## src/rtl/artt_pkg.sv

```systemverilog
// Shared types and codes for the address region translation table.
package artt_pkg;

	// Operation carried by one item.
	typedef enum logic [1:0] {
		OP_INSERT = 2'd0,
		OP_REMOVE = 2'd1,
		OP_LOOKUP = 2'd2,
		OP_NONE   = 2'd3
	} op_t;

	// Status reported with each result.
	typedef enum logic [1:0] {
		ST_OK   = 2'd0,
		ST_FULL = 2'd1,
		ST_MISS = 2'd2
	} status_t;

	// Control part of the token that walks down the chain of cells.
	typedef struct packed {
		logic valid;
		logic found;
	} tok_ctl_t;

	localparam int unsigned DEV_BITS = 4;
	localparam int unsigned OFF_BITS = 64;

endpackage

```

## src/rtl/artt_cell.sv

```systemverilog
// One table entry of the translation chain, with its slot of the walking token.
module artt_cell #(
	parameter int unsigned INDEX        = 0,
	parameter int unsigned ADDRESS_BITS = 48,
	parameter int unsigned COUNT_BITS   = 9
) (
	input  logic                                clk,
	input  logic                                arst_n,
	// Item held steady by the top level while the token walks.
	input  artt_pkg::op_t                       op,
	input  logic [ADDRESS_BITS-1:0]             address,
	input  logic [ADDRESS_BITS-1:0]             region_size,
	input  logic [artt_pkg::DEV_BITS-1:0]       device_index,
	input  logic [artt_pkg::OFF_BITS-1:0]       device_offset,
	input  logic [COUNT_BITS-1:0]               count,
	// Token from the previous cell.
	input  artt_pkg::tok_ctl_t                  tok_in,
	input  logic [artt_pkg::DEV_BITS-1:0]       tok_in_dev,
	input  logic [artt_pkg::OFF_BITS-1:0]       tok_in_off,
	// Token to the next cell.
	output artt_pkg::tok_ctl_t                  tok_out,
	output logic [artt_pkg::DEV_BITS-1:0]       tok_out_dev,
	output logic [artt_pkg::OFF_BITS-1:0]       tok_out_off,
	// Stored entry of the next cell, pulled in when a remove closes the gap.
	input  logic [ADDRESS_BITS-1:0]             nxt_start,
	input  logic [ADDRESS_BITS:0]               nxt_end,
	input  logic [artt_pkg::DEV_BITS-1:0]       nxt_dev,
	input  logic [artt_pkg::OFF_BITS-1:0]       nxt_base,
	// Stored entry of this cell.
	output logic [ADDRESS_BITS-1:0]             ent_start,
	output logic [ADDRESS_BITS:0]               ent_end,
	output logic [artt_pkg::DEV_BITS-1:0]       ent_dev,
	output logic [artt_pkg::OFF_BITS-1:0]       ent_base
);

	localparam logic [COUNT_BITS-1:0] IDX = COUNT_BITS'(INDEX);
	localparam bit                    SAT = (ADDRESS_BITS >= 64);

	logic [ADDRESS_BITS-1:0]         start_q;
	logic [ADDRESS_BITS:0]           end_q;
	logic [artt_pkg::DEV_BITS-1:0]   dev_q;
	logic [artt_pkg::OFF_BITS-1:0]   base_q;

	artt_pkg::tok_ctl_t              tok_q;
	logic [artt_pkg::DEV_BITS-1:0]   tok_dev_q;
	logic [artt_pkg::OFF_BITS-1:0]   tok_off_q;

	logic                            in_use;
	logic                            hit;
	logic                            start_eq;
	logic [ADDRESS_BITS:0]           end_sum;
	logic [ADDRESS_BITS:0]           end_new;
	logic [artt_pkg::OFF_BITS-1:0]   addr_ext;

	assign in_use   = (count > IDX);
	assign start_eq = in_use && (start_q == address);
	assign hit      = in_use && (start_q <= address) && ({1'b0, address} < end_q);
	assign addr_ext = artt_pkg::OFF_BITS'(address);
	assign end_sum  = {1'b0, address} + {1'b0, region_size};

	// A region end that overflows a full 64-bit address space sticks at all ones.
	always_comb begin
		end_new = end_sum;
		if (SAT && end_sum[ADDRESS_BITS]) begin
			end_new = {1'b0, {ADDRESS_BITS{1'b1}}};
		end
	end

	// Entry storage; the translation base is kept as offset minus start.
	always_ff @(posedge clk) begin
		if (tok_in.valid) begin
			if (op == artt_pkg::OP_INSERT && count == IDX) begin
				start_q <= address;
				end_q   <= end_new;
				dev_q   <= device_index;
				base_q  <= device_offset - addr_ext;
			end else if (op == artt_pkg::OP_REMOVE && (tok_in.found || start_eq)) begin
				start_q <= nxt_start;
				end_q   <= nxt_end;
				dev_q   <= nxt_dev;
				base_q  <= nxt_base;
			end
		end
	end

	// Token slot: control is reset, the carried result is not.
	always_ff @(posedge clk or negedge arst_n) begin
		if (!arst_n) begin
			tok_q <= '0;
		end else begin
			tok_q.valid <= tok_in.valid;
			tok_q.found <= tok_in.found;
			if (tok_in.valid && !tok_in.found) begin
				if ((op == artt_pkg::OP_LOOKUP && hit) ||
				    (op == artt_pkg::OP_REMOVE && start_eq)) begin
					tok_q.found <= 1'b1;
				end
			end
		end
	end

	always_ff @(posedge clk) begin
		tok_dev_q <= tok_in_dev;
		tok_off_q <= tok_in_off;
		if (tok_in.valid && !tok_in.found && op == artt_pkg::OP_LOOKUP && hit) begin
			tok_dev_q <= dev_q;
			tok_off_q <= base_q + addr_ext;
		end
	end

	assign tok_out     = tok_q;
	assign tok_out_dev = tok_dev_q;
	assign tok_out_off = tok_off_q;
	assign ent_start   = start_q;
	assign ent_end     = end_q;
	assign ent_dev     = dev_q;
	assign ent_base    = base_q;

endmodule

```

## config.mk

```make
export PLATFORM = sky130hd
export DESIGN_NAME = artt_cell
export DESIGN_NICKNAME = d
export VERILOG_FILES = /design/src/rtl/artt_pkg.sv /design/src/rtl/artt_cell.sv
export SDC_FILE = /design/constraint.sdc
export NUM_CORES = 1
export LEC_CHECK = 0
export BUFFER_PORTS_ARGS = -buffer_cell sky130_fd_sc_hd__buf_2
export CORE_AREA = 5 5 251 253
export DETAILED_ROUTE_END_ITERATION = 10
export DIE_AREA = 0 0 256 258
export GPL_ROUTABILITY_DRIVEN = 0
export PLACE_DENSITY_LB_ADDON = 0.3
export RECOVER_POWER = 50
export SLEW_MARGIN = 20
export SYNTH_ARGS = -nofsm -noshare
export SYNTH_HDL_FRONTEND = slang
export SYNTH_SLANG_ARGS = --single-unit
```

## constraint.sdc

```tcl
create_clock -name clk -period 13.8 [get_ports clk]
set_input_delay 0.69 -clock clk [delete_from_list [all_inputs] [get_ports clk]]
set_output_delay 0.69 -clock clk [all_outputs]
set_load 0.01 [all_outputs]
```

======== After elaboration in Yosys (flattened, before gate mapping) ========
Cells that the tools add are included.
cells by class
  mux-type cells .......................... 12
  magnitude comparators ................... 3
  reductions and logical operators ........ 17
  equal/unequal tests ..................... 3
  add/sub/neg operators ................... 3
operators with widths
  cell                number
  $mux 64             3
  $mux 49             2
  $mux 48             2
  $add 64x48->64      1
  $sub 64x48->64      1
  $add 48x48->49      1
  $lt 48x49->1        1
  $eq 48x48->1        1
  $le 48x48->1        1
  $mux 4              3
  $logic_and 1x1->1   10
  $gt 9x1->1 const B  1
  $logic_not 9->1     1
  $eq 2x1->1 const B  1
  $eq 2x2->1 const B  1
  $logic_not 2->1     1
  $logic_or 1x1->1    2
  $mux 1              2
  $reduce_and 2->1    1
  $reduce_bool 2->1   1
  $logic_not 1->1     1
word-level totals
  word-level logic and storage cells ...... 46
  register bits ........................... 235
  input bits .............................. 412
  output and inout port bits .............. 235

======== Depth between registers and ports, before layout ========
  depth in word-level cells ............... 7
  mapped depth ............................ 16
  depth with buffers taken out ............ 14

======== Worst setup path before layout ========
OpenSTA, ideal clock, no wires.
  path kind ............................... input port to flip-flop
  from .................................... input port address[47]
  to ...................................... register base_q (netlist bit ent_base[0]), enable pin
  arrival time ............................ 6.232 ns
  stages on the path ...................... 10
  path slack .............................. 7.022 ns
  required time ........................... 13.254 ns
  buffers on the path ..................... 0
  library setup time ...................... 0.546 ns
  cells stage by stage .................... inv_1 ha_1 nand4_1 nor4_1 nand3_1 or4_1 nor2b_1 o21ai_0 o21ai_0 and3_1
on the way
  cells in the longest elaborated chain, start to end .. 6
RTL lines
  what                                line             text
  start: declaration                  artt_cell.sv:11  input logic [ADDRESS_BITS-1:0] address,
  $eq 48x48->1                        artt_cell.sv:56  assign start_eq = in_use && (start_q == address);
  $logic_and 1x1->1                   artt_cell.sv:56
  $logic_or 1x1->1                    artt_cell.sv:77  end else if (op == artt_pkg::OP_REMOVE && (tok_in.found || start_eq)) begin
  $logic_and 1x1->1                   artt_cell.sv:77
  $reduce_bool 2->1 (no source line)  n/a
  $reduce_and 2->1 (no source line)   n/a
  end signal: assignment              artt_cell.sv:76  base_q <= device_offset - addr_ext;
  end signal: assignment              artt_cell.sv:81  base_q <= nxt_base;
  end: declaration                    artt_cell.sv:42  logic [artt_pkg::OFF_BITS-1:0] base_q;
Every way passes these cells.
A chain may end at the register's enable or synchronous reset.

======== Worst setup path after layout ========
  from .................................... register start_q[45] (netlist: ent_start[45])
  to ...................................... register start_q[41] (netlist: ent_start[41]), enable pin
on the way
  cells in the longest elaborated chain, start to end .. 6
RTL lines
  what                                line             text
  start: declaration                  artt_cell.sv:39  logic [ADDRESS_BITS-1:0] start_q;
  start signal: assignment            artt_cell.sv:73  start_q <= address;
  start signal: assignment            artt_cell.sv:78  start_q <= nxt_start;
  $eq 48x48->1                        artt_cell.sv:56
  $logic_and 1x1->1                   artt_cell.sv:56
  $logic_or 1x1->1                    artt_cell.sv:77
  $logic_and 1x1->1                   artt_cell.sv:77
  $reduce_bool 2->1 (no source line)  n/a
  $reduce_and 2->1 (no source line)   n/a
Every way passes these cells.

==> impl.org <==
** Worst setup path
- Cell mode on critical path :: sky130_fd_sc_hd__o21ai_0
- Crit path launch :: ent_start[45]
- CP Data Arrival Time :: approximately 5.5 ns
- Counting both buffers and inverters, the worst setup path holds a total of 1.
- Setup slack of the worst register-to-register path :: ~8.5 ns
- FF-to-FF Start :: ent_start[45]
- CP Class :: reg -> reg
- Critical Path End Type :: register
- Along the worst path, the maximum fanout reaches 62.
- Kind of cell adding the most delay to the critical path :: simple AND/OR/NAND/NOR gates
- Worst-case reg-to-reg path depth :: 10
- Required time at the worst-slack endpoint :: roughly 14 ns
- In this run the critical register-to-register path is captured at ent_start[41].
- For this design, the slowest cell found on the critical path is sky130_fd_sc_hd__nor4_1.
- Type of origin of the critical path :: register
- Cell chain of the critical path :: ha_1, nand4_1, nor4_1, nand3_1, or4_1, nor2b_1, o21ai_0, o21ai_0, and3_4, buf_4
- Slowest stage delay, CP :: 0.90 ns

** Placed design
- Buffers on Ports :: 646
- Detailed Place HPWL :: 70000 um

** Die
- ~650 I/O pins were placed.
- Starting density of the core :: around 33%
- Number of rows created at floorplan :: 91
- The die is 256 um wide.
- Floorplan die area :: about 66000 um2
- Core ar. :: 60800 um2
- The die is 258 um tall.

** Global routing
- The number of antenna violations at the first check in global routing is 14.
- Remaining global-route overflow :: 0
- Total track usage :: 23.8%
- First-pass GRT wire length :: roughly 120000 um
- Pin count of the biggest net entering global routing :: 175
- Via count of the first global-routing pass :: 19100

** Timing
- Setup violations remaining at the end of the flow were counted as 0.
- Based on the critical path, the design can be clocked at up to 189 MHz.
- The final max-slew violation count is 135.
- Final critical path time including I/O delays and setup :: around 5.3 ns
- Adding up every negative setup slack in the final design gives 0 ns.
- The tightest hold path in the finished design has a slack of 0.317 ns.
- Worst slew margin relative to its limit :: -97.6%
- Transition time of the tightest slew-check pin :: about 3.0 ns
- The hold violation count in the final report came to 0.
- Portion of the clock cycle consumed by the worst path in the final layout :: 38.2%
- Setup repair after global routing missed its margin :: no
- On the final layout, the worst clock skew is 0.0253 ns.

** Logic synthesis
- Averaged over all synthesized cells, the footprint is 8.81 um2.
- Of all cell types, the one taking the most synthesized area is sky130_fd_sc_hd__edfxtp_1.
- Distinct cell type count of the synthesized netlist :: 90
- Synthesis handed over a netlist of 2248 instances.
- Number of flops mapped to enable cells by yosys :: 165
- Area share of the largest cell type after synthesis :: 25.0%
- Number of synthesized register bits :: 235
- After synthesis, the share of flip-flops with an asynchronous set or reset is 0.851%.
- Top cells by area in the synthesized netlist :: sky130_fd_sc_hd__edfxtp_1, sky130_fd_sc_hd__ha_1, sky130_fd_sc_hd__dfxtp_1
- The number of nets in the synthesized netlist is 2902.
- In this run the cell area of the synthesized design comes to 19800 um2.
- Number of warning messages in the yosys log :: 0
- For this run, the leading register cell type out of synthesis is sky130_fd_sc_hd__edfxtp_1.
- Of the synthesized area, sequential elements account for approximately a third.

** Flow run
- MaxCap Viol Count :: 2

** Min path
- The path with the worst hold slack has its endpoint at tok_out_off[10].
- Startpoint of the tightest hold check path :: tok_in_off[10]
- Number of cells on the worst hold path :: 2
- In this run the worst hold path is classified as in -> reg.

** Cells and area
- For this run, the post-layout net count is 3519.
- The area growth from synthesis to layout is 24.4%.
- Proportion of layout cells with a drive suffix above 1 :: 20.1%

** Clock network
- Clock transition at the registers of the reported paths :: 0.07 ns
- Setup repair bufs after CTS :: 0
- Cell at the root of the clock tree :: sky130_fd_sc_hd__clkbuf_16
- TritonCTS clock tree :: done
- Number of clock buffers inserted by TritonCTS :: 31
- Once the clock tree was built, the resizer swapped 0 gates to a different size.
- Maximum number of buffers from clock root to sink :: 3
- Counting every sink on the clock net gives 235.
- Clock latency on the worst-skew pair :: around 0.60 ns
- In this run the number of H-tree levels came out at 1.

** Power and ir drop
- Max rail drop VDD :: between 0.07 and 0.08 mV
- For this design the static power due to leakage is about 11 nW.
- PwrDens :: ~93 nW/um2

** Drt
- Via count :: approximately 20000
- For this block, the initial DRC count from the detailed router was 1587.
- Antenna-violating nets left :: 0
- The first detailed-routing pass ran for 6 iterations.
- For this run, design rule violations remaining after detail routing come to 0.
- In the final routed layout, each cell accounts on average for 23.0 um.
- The final layout contains routed wiring with a total length of 84800 um.
- In the routed layout, each cell is associated on average with a via count of 5.36.

** Status
- Result of the run :: complete, but fails checks
- Violated checks :: capacitance limit, slew limit
## synth_stat cells (all sizes together) (14+ instances only)
cell and n:
nand2 291, o21ai 243, ha 239, a21oi 180, edfxtp 165, inv 140
nor2 106, a21o 104, xnor2 82, mux2 70, dfxtp 68, xor2 67
clkbuf 59, nand4 42, nand3 40, o21bai 29, nor3 28, a31oi 25
nor2b 22, nand2b 21, a211oi 20, o21a 17, o211ai 15, o31a 14
## worst max-delay path by stage
stage,cells past startpoint,slack [ns],to
after global routing,6,8.04,ent_end[19]
after CTS,10,8.34,ent_start[40]
final,10,8.52,ent_start[41]
after global placement,12,7.98,ent_start[40]
after detailed placement,12,7.80,ent_start[40]
after floorplan,10,7.02,ent_base[0]
## metal layers
metal	global-route usage, %	share of wire [%]	up-vias
met3	5.48	8.0	124
met2	40.2	47	839
li1	-	-	9492
met5	0	0.057	-
met1	31.0	43	9330
met4	5.65	2.5	8
## what timing repair did
item	CTS	global route
hold endpoints to repair	2	0
setup endpoints to repair	0	0
hold buffers	1	0
## cells in the final DEF, fill, tap and decap left out, drive strengths merged, types with 42 or more instances in the layout
cell type,synthesis,routed
a21oi,180,180
inv,140,140
ha,239,239
nand4,42,42
buf,11,414
mux2,70,70
xnor2,82,82
clkbuf,59,274
nand2,291,291
o21ai,243,243
a21o,104,104
dfxtp,68,68
xor2,67,67
nor2,106,106
edfxtp,165,165
## through the flow
stage               setup WS, ns  power (W)  utilization, %  area, um2  std cells
finish                      8.52    0.00230            40.5      24600       3690
CTS                         8.34    0.00232            41.0      24900       3679
detailed placement          7.80    0.00144            39.2      23800       3621
global placement            7.98    0.00144            39.2      23800       3621
floorplan                   7.02    0.00120               -      19800       2248
global route                8.04    0.00241            40.5      24600       3683
## sequential cells by signal (all words and copies together) (netlist names)
register and flops:
ent_base 64, ent_dev 4, tok_out_off 64, ent_end 49
tok_out_dev 4, tok_out 2, ent_start 48
## cell type report
cell class / count / area (um2)
Antenna cell: 11 / 27.5
Clock buffer: 35 / 833
Clock inverter: 22 / 236
Fill cell: 6407 / 36200
Inverter: 140 / 526
Multi-Input combinational cell: 1803 / 12600
Sequential cell: 235 / 6370
Tap cell: 790 / 988
Timing Repair Buffer: 654 / 3010
## worst register-to-register path, delay by kind of cell (launching register included)
kind | cells | cell delay [ns]
compound gates | 2 | 0.16
fa+ha+maj | 1 | 0.31
buf+inv | 1 | 0.81
flops | 1 | 0.41
simple gates | 6 | 3.09
## logic make-up after synthesis
kind of cell	share of synthesized area [%]
buffers and inverters	4.04
flip-flops	32.2
XOR/XNOR	6.59
multiplexers	4.08
AND/OR/NAND/NOR	14.7
AO/OA/AOI/OAI	23.0
adder cells (fa/ha/maj)	15.4
## where the power goes
| group | leakage (nW) | internal (W) | switching [W] |
|---|---|---|---|
| logic | 8.54 | 0.000251 | 0.000379 |
| registers | 2.10 | 0.000785 | 0.0000163 |
| clock network | 0.506 | 0.000508 | 0.000360 |
Power figures use the tool's default switching activity.
